`config.mk`:
```
export PLATFORM = sky130hd
export DESIGN_NAME = svc_project
export DESIGN_NICKNAME = d
export VERILOG_FILES = /design/src/sphere_view_cull_assert.svh /design/src/svc_pkg.sv /design/src/svc_project.sv
export SDC_FILE = /design/constraint.sdc
export NUM_CORES = 2
export LEC_CHECK = 0
export ABC_AREA = 1
export BUFFER_PORTS_ARGS = -buffer_cell sky130_fd_sc_hd__buf_2
export CELL_PAD_IN_SITES_DETAIL_PLACEMENT = 1
export CELL_PAD_IN_SITES_GLOBAL_PLACEMENT = 2
export CORE_MARGIN = 5
export CORE_UTILIZATION = 35
export DETAILED_ROUTE_END_ITERATION = 7
export MAX_ROUTING_LAYER = met4
export PLACE_DENSITY_LB_ADDON = 0.08
export SLEW_MARGIN = 0
export SYNTH_ARGS = -nofsm -noshare
export SYNTH_HDL_FRONTEND = slang
export SYNTH_SLANG_ARGS = --single-unit
```
`constraint.sdc`:
```
create_clock -name clk -period 6.4 [get_ports clk]
set_input_delay 0.64 -clock clk [delete_from_list [all_inputs] [get_ports clk]]
set_output_delay 0.64 -clock clk [all_outputs]
set_load 0.005 [all_outputs]
```
`src/sphere_view_cull_assert.svh`:
```
// Assertion macros for the sphere view cull block.
// Used by the top level only; needs a clock named clk and a reset named rst in scope.
`ifndef SPHERE_VIEW_CULL_ASSERT_SVH
`define SPHERE_VIEW_CULL_ASSERT_SVH

// Same-cycle implication.
`define SVC_ASSERT_NOW(label, ante, cons, msg) \
  label: assert property (@(posedge clk) disable iff (rst) (ante) |-> (cons)) else $error(msg);

// Next-cycle implication.
`define SVC_ASSERT_NEXT(label, ante, cons, msg) \
  label: assert property (@(posedge clk) disable iff (rst) (ante) |=> (cons)) else $error(msg);

`endif

```
`src/svc_pkg.sv`:
```
// Shared constants and widths for the sphere view cull pipeline.
// No dependencies.
package svc_pkg;

  localparam int OFFSET_LIMIT = 30000;
  localparam int FAR_LIMIT    = 17000;
  localparam int NEAR         = 150;
  localparam int SXW          = 160;
  localparam int SYW          = 120;

  localparam int D_W   = 16;  // world offset, range-checked to +/-30000
  localparam int P_W   = 32;  // matrix entry times offset
  localparam int V_W   = 22;  // rotated coordinate
  localparam int Z_W   = 17;  // divisor, valid only on live items
  localparam int A_W   = 38;  // |v| * distance
  localparam int B_W   = 31;  // radius * distance
  localparam int Q_W   = 32;  // quotient plus screen half-width
  localparam int T_W   = Q_W + Z_W;
  localparam int R_W   = 15;  // radius

  localparam logic [2:0] CFG_VIEW_X = 3'd0;
  localparam logic [2:0] CFG_VIEW_Y = 3'd1;
  localparam logic [2:0] CFG_VIEW_Z = 3'd2;
  localparam logic [2:0] CFG_ROW0   = 3'd3;
  localparam logic [2:0] CFG_ROW1   = 3'd4;
  localparam logic [2:0] CFG_ROW2   = 3'd5;
  localparam logic [2:0] CFG_PROJ   = 3'd6;

endpackage

```
`src/svc_project.sv`:
```
// Near/far test and projection products: one register stage.
// Depends on svc_pkg.
module svc_project (
  input  logic                               clk,
  input  logic                               rst,
  input  logic                               adv,
  input  logic                               in_valid,
  input  logic                               in_ok,
  input  logic [svc_pkg::R_W-1:0]            s,
  input  logic signed [svc_pkg::V_W-1:0]     vx,
  input  logic signed [svc_pkg::V_W-1:0]     vy,
  input  logic signed [svc_pkg::V_W-1:0]     vz,
  input  logic [15:0]                        pd,
  output logic                               out_valid,
  output logic                               live,
  output logic [svc_pkg::Z_W-1:0]            z,
  output logic [svc_pkg::A_W-1:0]            ax,
  output logic [svc_pkg::A_W-1:0]            ay,
  output logic [svc_pkg::B_W-1:0]            b
);

  logic signed [svc_pkg::V_W:0] zs, zd;
  logic [svc_pkg::V_W-1:0]      mx, my;
  logic                         near_fail, far_fail;

  always_comb begin
    zs = $signed({vz[svc_pkg::V_W-1], vz}) + $signed({8'd0, s});
    zd = $signed({vz[svc_pkg::V_W-1], vz}) - $signed({8'd0, s});
    near_fail = zs <= svc_pkg::NEAR;
    far_fail  = zd > svc_pkg::FAR_LIMIT;
    mx = vx[svc_pkg::V_W-1] ? svc_pkg::V_W'(-vx) : svc_pkg::V_W'(vx);
    my = vy[svc_pkg::V_W-1] ? svc_pkg::V_W'(-vy) : svc_pkg::V_W'(vy);
  end

  always_ff @(posedge clk) begin
    if (rst) begin
      out_valid <= 1'b0;
    end else if (adv) begin
      out_valid <= in_valid;
    end
    if (adv) begin
      live <= in_ok && !near_fail && !far_fail;
      // a live item has 150 < z <= 82534, so 17 bits hold it
      z  <= zs[svc_pkg::Z_W-1:0];
      ax <= mx * pd;
      ay <= my * pd;
      b  <= s * pd;
    end
  end

endmodule

```
==> impl_metrics.yaml <==
timing:
  finalSetupViolations: 31
  holdWs_ns: 0.297
  slew_violations: 0
  worst_slack_ns: -0.206
  fin_skew_ns: 0
  fmax_ghz: 0.151
  tightest_slew_ns: 0.801
  slew_headroom: 0.466
  min_period_over_period: 1.03
  min_period_ns: 6.61
  rsz0062_at_grt: "yes"
  hold_viol_final: 0
synthesis:
  synth_cells: 4856
  yosysTopAreaCell: "fa_1"
  synth-edff-count: 125
  async_flop_share: 0
  synth_area_um2: 38300
  syn_area_per_cell_um2: 7.90
  synth_top_area_frac: 0.385
  syn_nets: 6043
  ys_types: 56
  synthTopCellsByArea: "fa_1, inv_1, nand2_1"
  ys_seq_elements: 126
  synthFlopType: "edfxtp_1"
  yosysSeqAreaShare: 0.0984
  yosys_warnings: 0
setup_path:
  startpoint_type: "input pin"
  worst-path-max-fanout: 5
  critPathTopFamily: "adder cells"
  crit_arrival_ns: 6.86
  crit_path_max_incr_delay_ns: 0.58
  path_class: "in -> reg"
  worstSetupEndpointType: "flip-flop"
  r2r_slack_ns: 5.81
  cp_num_buf_inv: 9
  cpMostUsedCell: "fa_1"
  critical_path_required_ns: 6.65
  slowest_stage: "fa_1"
drt:
  first_pass_iters: 5
  vias: 33400
  wl_per_cell_um: 19.9
  drc: 0
  ant_nets: 0
  wl_um: 140000
  drt_iter0_markers: 1441
  vias_per_cell: 4.76
global_routing:
  grt_pass1_vias: 37500
  antenna_found_initial: 3
  grt_pass1_wl_um: 219000
  track_usage: 0.251
  grt_remaining_overflow: 0
  grt_max_degree: 75
cts:
  clockBufferDepth: 2
  numClockSinks: 126
  clk_latency_ns: 0.49
  cts_buffers: 17
  clkTransAtPathRegs_ns: 0.07
  postCtsHoldBufs: 0
  cts_tree: "done"
  cts-root-buf: "clkbuf_16"
  htree_levels: 4
floorplanning:
  die_width_um: 341
  dieHeight_um: 341
  die_area_um2: 116000
  io_pins: 228
  rows: 121
  design.core.area_um2: 109000
  start_util: 0.352
cells_and_area:
  nets: 6777
  final_common_cell: "inv_1"
  mostFrequentLayoutCells: "inv_1, nand2_1, fa_1, buf_4, nor2_1"
  syn2layout_area_growth_pct: 27.5
  instances_no_fill: 7020
  drive_above_1_share: 0.244
placed_design:
  io_buffers: 227
  dp_hpwl_um: 119000
  dp.cells: 6912
  gp_congestion: 0.896
  pre_cts_slack_ns: -1.02
status:
  violations: "setup timing"
  outcome: "finished with violations"
hold_path:
  hp-class: "in -> reg"
flow_run:
  maxCapViolations: 0
-- through the flow --
| stage | instance area [um2] | setup TNS, ns | util |
|---|---|---|---|
| finish | 48900 | -2.82 | 0.449 |
| global placement | 46000 | -35.97 | 0.423 |
| CTS | 47600 | -0.722 | 0.437 |
| global route | 48900 | -11.63 | 0.449 |
| floorplan | 38900 | -1.66 | - |
| detailed placement | 46000 | -37.07 | 0.423 |
-- final timing paths --
path / from / end / cells past startpoint
max: vy[0] / ay[34] / 32
min: rst / out_valid / 2
max reg2reg: out_valid / out_valid / 2
min reg2reg: out_valid / out_valid / 2
-- per-layer routing --
metal | track usage | up-vias | share of wire | wire length [um]
met5 | - | - | 0 | 0
met1 | 0.343 | 17100 | 0.47 | 65800
met2 | 0.415 | 523 | 0.48 | 67200
li1 | - | 15700 | - | -
met4 | 0.0439 | 0 | 0.019 | 2590
met3 | 0.0214 | 114 | 0.030 | 4120
-- area by class of cell --
type | instances | area, um2
Sequential cell | 126 | 3770
Timing Repair Buffer | 888 | 6880
Inverter | 1209 | 4580
Clock buffer | 17 | 425
Multi-Input combinational cell | 3348 | 31300
Fill cell | 13200 | 60000
Tap cell | 1414 | 1770
Antenna cell | 3 | 7.51
Clock inverter | 15 | 194
-- cells in the mapped netlist, drive strengths merged, types with 2 or more instances --
master,number
inv,1201
nand2,1188
fa,738
nor2,487
ha,347
clkbuf,126
edfxtp,125
nand3,120
a21oi,113
xor2,83
o21ai,78
buf,47
xnor2,33
nand4,29
nor3,25
a31oi,19
a21o,16
nor4,12
o21bai,11
clkinv,8
nand3b,8
a21boi,6
or2,6
and2,5
o21a,5
o2111ai,4
o211ai,4
o221a,2
o221ai,2
or3,2
-- cell families (layout without fill, tap and decap cells) --
logic type | count (synthesis) | in the layout | synth area share
adder cells (fa/ha/maj) | 1085 | 1085 | 0.499
buffers and inverters | 1382 | 2129 | 0.137
other | 0 | 3 | 0
multiplexers | 1 | 1 | 0.000261
flip-flops | 126 | 126 | 0.0984
AND/OR/NAND/NOR | 1882 | 1882 | 0.197
AO/OA/AOI/OAI | 264 | 264 | 0.0402
XOR/XNOR | 116 | 116 | 0.0276
-- flip-flops by register name (all words and copies together), names as in the netlist --
signal / count
ay: 38
out_valid: 1
b: 31
live: 1
ax: 38
z: 17
-- repair_timing --
| item | 4_1_cts | 5_1_grt |
|---|---|---|
| buffers inserted | 32 | 42 |
| cloned | 0 | 1 |
| endpoints found under the setup margin | 43 | 51 |
| resized for setup | 200 | 259 |
| pin swaps | 84 | 124 |
Power is left out: the tool's default activity adds up to more than one toggle a clock period on the data nets, which glitch-free logic cannot reach.
