===== config.mk =====
export PLATFORM = sky130hd
export DESIGN_NAME = svc_div
export DESIGN_NICKNAME = d
export VERILOG_FILES = /design/src/sphere_view_cull_assert.svh /design/src/svc_pkg.sv /design/src/svc_div.sv
export SDC_FILE = /design/constraint.sdc
export NUM_CORES = 2
export LEC_CHECK = 0
export BUFFER_PORTS_ARGS = -buffer_cell sky130_fd_sc_hd__buf_4
export CAP_MARGIN = 20
export CORE_MARGIN = 2
export CORE_UTILIZATION = 51
export CTS_CLUSTER_DIAMETER = 200
export DETAILED_ROUTE_END_ITERATION = 8
export PLACE_DENSITY = 0.67
export RECOVER_POWER = 25
export SETUP_SLACK_MARGIN = 0.2
export SLEW_MARGIN = 20
export SYNTH_ARGS = -nofsm -noshare
export SYNTH_HDL_FRONTEND = slang
export SYNTH_MEMORY_MAX_BITS = 65536
export SYNTH_SLANG_ARGS = --single-unit

===== constraint.sdc =====
create_clock -name clk -period 6.1 [get_ports clk]
set_input_delay 0.305 -clock clk [delete_from_list [all_inputs] [get_ports clk]]
set_output_delay 0.305 -clock clk [all_outputs]
set_load 0.01 [all_outputs]

===== src/sphere_view_cull_assert.svh =====
// Assertion macros for the sphere view cull block.
// Used by the top level only; needs a clock named clk and a reset named rst in scope.
`ifndef SPHERE_VIEW_CULL_ASSERT_SVH
`define SPHERE_VIEW_CULL_ASSERT_SVH

// Same-cycle implication.
`define SVC_ASSERT_NOW(label, ante, cons, msg) \
  label: assert property (@(posedge clk) disable iff (rst) (ante) |-> (cons)) else $error(msg);

// Next-cycle implication.
`define SVC_ASSERT_NEXT(label, ante, cons, msg) \
  label: assert property (@(posedge clk) disable iff (rst) (ante) |=> (cons)) else $error(msg);

`endif


===== src/svc_pkg.sv =====
// Shared constants and widths for the sphere view cull pipeline.
// No dependencies.
package svc_pkg;

  localparam int OFFSET_LIMIT = 30000;
  localparam int FAR_LIMIT    = 17000;
  localparam int NEAR         = 150;
  localparam int SXW          = 160;
  localparam int SYW          = 120;

  localparam int D_W   = 16;  // world offset, range-checked to +/-30000
  localparam int P_W   = 32;  // matrix entry times offset
  localparam int V_W   = 22;  // rotated coordinate
  localparam int Z_W   = 17;  // divisor, valid only on live items
  localparam int A_W   = 38;  // |v| * distance
  localparam int B_W   = 31;  // radius * distance
  localparam int Q_W   = 32;  // quotient plus screen half-width
  localparam int T_W   = Q_W + Z_W;
  localparam int R_W   = 15;  // radius

  localparam logic [2:0] CFG_VIEW_X = 3'd0;
  localparam logic [2:0] CFG_VIEW_Y = 3'd1;
  localparam logic [2:0] CFG_VIEW_Z = 3'd2;
  localparam logic [2:0] CFG_ROW0   = 3'd3;
  localparam logic [2:0] CFG_ROW1   = 3'd4;
  localparam logic [2:0] CFG_ROW2   = 3'd5;
  localparam logic [2:0] CFG_PROJ   = 3'd6;

endpackage


===== src/svc_div.sv =====
// Pipelined restoring divider, one quotient bit per stage, with side data.
// Depends on svc_pkg.
module svc_div (
  input  logic                          clk,
  input  logic                          rst,
  input  logic                          adv,
  input  logic                          in_valid,
  input  logic                          in_live,
  input  logic [svc_pkg::B_W-1:0]       num,
  input  logic [svc_pkg::Z_W-1:0]       den,
  input  logic [svc_pkg::A_W-1:0]       in_ax,
  input  logic [svc_pkg::A_W-1:0]       in_ay,
  output logic                          out_valid,
  output logic                          out_live,
  output logic [svc_pkg::B_W-1:0]       quo,
  output logic [svc_pkg::Z_W-1:0]       out_z,
  output logic [svc_pkg::A_W-1:0]       out_ax,
  output logic [svc_pkg::A_W-1:0]       out_ay
);

  localparam int N = svc_pkg::B_W;

  logic                     sv   [N];
  logic                     sl   [N];
  logic [svc_pkg::Z_W-1:0]  srem [N];
  logic [N-1:0]             snum [N];
  logic [svc_pkg::Z_W-1:0]  sz   [N];
  logic [svc_pkg::A_W-1:0]  sax  [N];
  logic [svc_pkg::A_W-1:0]  say  [N];

  for (genvar i = 0; i < N; i++) begin : g_stage
    logic                     pv, pl;
    logic [svc_pkg::Z_W-1:0]  prem, pz;
    logic [N-1:0]             pnum;
    logic [svc_pkg::A_W-1:0]  pax, pay;
    logic [svc_pkg::Z_W:0]    sh;
    logic                     ge;

    if (i == 0) begin : g_first
      assign pv = in_valid;
      assign pl = in_live;
      assign prem = '0;
      assign pnum = num;
      assign pz = den;
      assign pax = in_ax;
      assign pay = in_ay;
    end else begin : g_next
      assign pv = sv[i-1];
      assign pl = sl[i-1];
      assign prem = srem[i-1];
      assign pnum = snum[i-1];
      assign pz = sz[i-1];
      assign pax = sax[i-1];
      assign pay = say[i-1];
    end

    assign sh = {prem, pnum[N-1]};
    assign ge = sh >= {1'b0, pz};

    always_ff @(posedge clk) begin
      if (rst) begin
        sv[i] <= 1'b0;
      end else if (adv) begin
        sv[i] <= pv;
      end
      if (adv) begin
        sl[i]   <= pl;
        srem[i] <= ge ? svc_pkg::Z_W'(sh - {1'b0, pz}) : sh[svc_pkg::Z_W-1:0];
        snum[i] <= {pnum[N-2:0], ge};
        sz[i]   <= pz;
        sax[i]  <= pax;
        say[i]  <= pay;
      end
    end
  end

  assign out_valid = sv[N-1];
  assign out_live  = sl[N-1];
  assign quo       = snum[N-1];
  assign out_z     = sz[N-1];
  assign out_ax    = sax[N-1];
  assign out_ay    = say[N-1];

endmodule

==> impl_summary.md <==
Worst setup path
The most used cell along the critical path is inv_1. The number of buffer and inverter instances along the worst setup path is 3. In this design, the largest share of critical-path delay is due to compound AO/OA/AOI/OAI gates.

The stage delay of the slowest cell on the critical path is 0.77 ns. The critical path endpoint category is a flop. Traced cell by cell, the critical path runs through inv_1 > ha_1 > inv_1 > fa_1 > a211oi_1 > o21ai_0 > a21oi_1 > a2111oi_0 > o311ai_0 > and2_1 > inv_1 > mux2_2.

The highest-delay cell along the critical path is and2_1. STA classifies the critical path startpoint as a flop. The critical path data arrival time is 4.77 ns. Of all nets on the critical path, the largest fanout is 30. At the worst endpoint, the required time is 6.73 ns. The launch point of the worst path is snum[17][30]. By startpoint and endpoint, the worst setup path is classified as flop to flop.

The source of the worst register-to-register timing path is snum[17][30].

Routing
The first detailed-routing pass took 6 iterations. The remaining routing DRC violations is 0. The final route contains 71848 vias. In this run, the number of DRC markers left after iteration 0 of detailed routing was 5099. For this block, the routed nets add up to 247 mm of wire. The number of vias per cell after detailed routing is 5.11.

The detail route stage leaves a number of antenna-violating nets equal to 0. After detailed routing, the average wire length per cell comes to 17.5 µm.

Die
The number of standard-cell rows in the floorplan is 207. The floorplan step set the die height to 569 µm. The initial utilization of the core area, before any placement, comes to 51.2%. The number of primary I/O pins is 255. The area of the die is 324000 µm². The core box area is 318000 µm². The x dimension of the die is 569 µm.

GRT
The overall fraction of global-route tracks in use is 15.1%. The first global-routing pass estimated 395 mm of wire. The initial antenna violation count is 7.

The via count of the first global-routing pass came to 73083. Summed over all layers, the global routing overflow is 0. Entering global routing, the biggest net connects 192 pins.

Power and ir drop
The leakage power is 0.0677 µW. Dividing total power by cell area gives a power density of 450 nW/µm². The worst supply voltage drop on vdd is 0.279 mV.

Placement
The final estimated routing congestion in global placement is 0.873. The count of buffers added on input and output ports is 254. Detailed placement finished with a half-perimeter wire length of 155 mm. Before CTS, the worst setup slack after placement is 1.99 ns. The number of placed instances, taps included, is 13107.

Timing
The worst setup slack after layout is 1.96 ns. Timing would allow up to 0.241 GHz. Setup repair after global routing left no endpoint under its margin.

The actual transition at the worst max-transition pin is 1.11 ns. The final number of max-transition violations is 0. For the finished layout, the period the worst path requires is 4.14 ns.

The max-slew headroom at the worst pin is 25.8%. The setup total negative slack is 0 ns. The number of setup violations in the final report is 0. The clock arrives with 0.0639 ns of skew. The count of endpoints failing hold in the final timing report is 0.

In the finished design, the share of the clock period the worst path needs comes to 67.9%.

Clocking
The TritonCTS clock tree is built. The total clock buffers created by CTS is 437. The buffer levels on the longest clock path is 4. Once the clock tree was built, the resizer swapped 0 gates to a different size. The clock net in this run drives a total of 4416 sinks.

The H-tree was split into 5 levels. Clock latency on the worst-skew pair, taken at its later pin, is 0.93 ns. After clock tree synthesis, the clock-pin slew on the worst setup and hold paths is 0.06 ns. The root buffer cell chosen for the clock tree is clkbuf_16. The quantity of hold-fixing buffers added after cts is 149.

The buffers inserted during post-CTS setup optimization is 0.

Yosys
The cell with the most instances after synthesis is edfxtp_1. Of all cell types, the one taking the most synthesized area is edfxtp_1. The share of synthesized flip-flops with an asynchronous set or reset is 0%.

Counting distinct cell types in the post-synthesis netlist gives 72. The commonest cells after synthesis are edfxtp_1, inv_1, ha_1, a21oi_1, mux2_2. Counting flops and latches in the post-synthesis netlist gives 4416. After synthesis, the cell types taking the most area are edfxtp_1, ha_1, mux2_2. The count of synthesis-stage warnings from yosys is 0. A synthesized cell averages 18.8 µm².

The number of synthesized flops with an enable pin is 4416. The number of standard cells after synthesis is 8666. The number of nets in the synthesized netlist is 9336. The portion of the post-synthesis area used by sequential elements is 81.5%. Among all flip-flop cells after synthesis, the most frequent one is edfxtp_1. After synthesis the cells add up to 163000 µm².

After synthesis, the largest area contributor takes up 81.5% of total cell area.

Cells and area
Excluding fillers, the count of instances in the completed layout stands at 14061. Cells with a size suffix above 1 make up 13.4% of the layout. The final layout contains 10185 nets.

The layout overhead on the synthesized area is 14.3%.

Flow run
The number of max-cap violations is 0.

Min path
The launch instance of the worst min-delay path is num[4]. In this run the worst hold path is classified as input port to flop.

Run status
The run finished with clean final reports.
[placed cells by master, fill, tap and decap left out, drive strengths merged, types with 35 or more instances in the layout]
cell and instances:
a211oi 47, a21o 184, a21oi 368, a31oi 35, and2 45, and3 37, buf 232, bufinv 37
clkbuf 614, clkinv 234, dlygate4sd3 149, edfxtp 4416, ha 512, inv 645, mux2 338, nand2 222
nand2b 53, nand3 66, nand4 62, nor2 261, nor2b 49, nor3 90, o21a 58, o21ai 263
o21bai 67, xnor2 265, xor2 130
[per-stage QoR]
stage	hold WS, ns	util (%)	area [µm²]	total power [µW]
after floorplan	0.400	-	163000	53300
after global placement	0.400	53.7	171000	57900
after detailed placement	0.405	53.7	171000	58300
after CTS	0.000137	58.6	186000	84700
after global routing	0.0425	58.5	186000	88200
final	0.116	58.5	186000	83600
[final timing paths]
| kind | end | slack [ns] | depth (start not counted) |
|---|---|---|---|
| worst min register to register | say[8][27] | 0.36 | 0 |
| worst max register to register | srem[9][13] | 1.96 | 12 |
| worst min-delay path | snum[0][5] | 0.12 | 2 |
| worst max-delay path | srem[9][13] | 1.96 | 12 |
[power by group]
part           total, µW  internal [µW]  switching, µW  leakage (µW)
logic              17900           8410           9480        0.0176
registers          39900          38200           1730        0.0432
clock network      25800          14900          10900       0.00683
[per-layer routing]
layer	track usage [%]	part of all wire, %
met1	21.3	46
met2	24.3	47
met3	2.76	4.3
met4	4.56	2.7
met5	0	0
[worst reg2reg max path: cells and delay by family (launching register included)]
family | cells | cell delay, ns
flops | 1 | 0.40
fa+ha+maj | 2 | 0.60
simple gates | 1 | 0.77
compound gates | 5 | 1.44
mux | 1 | 0.32
buf+inv | 3 | 0.33
[kinds of logic after synthesis]
kind of cell    after synthesis  synth area share, %
compound gates             1249                 4.97
xor+xnor                    395                 2.13
fa+ha+maj                   541                 4.29
buf+inv                     714                 1.67
flops                      4416                 81.5
mux                         367                 2.54
simple gates                984                 2.94
[cell type report]
type / instances / area (µm²)
Sequential cell: 4416 / 133000
Fill cell: 23180 / 132000
Multi-Input combinational cell: 3536 / 27500
Clock buffer: 511 / 11300
Tap cell: 4180 / 5230
Timing Repair Buffer: 484 / 4220
Clock inverter: 292 / 2670
Inverter: 640 / 2400
Antenna cell: 2 / 5.00
[sequential cells by signal (all words and copies together), names as in the netlist]
signal / cells
sax: 1178
say: 1178
sl: 31
snum: 961
srem: 510
sv: 31
sz: 527
Note: power is estimated with default switching activity, not from simulation.
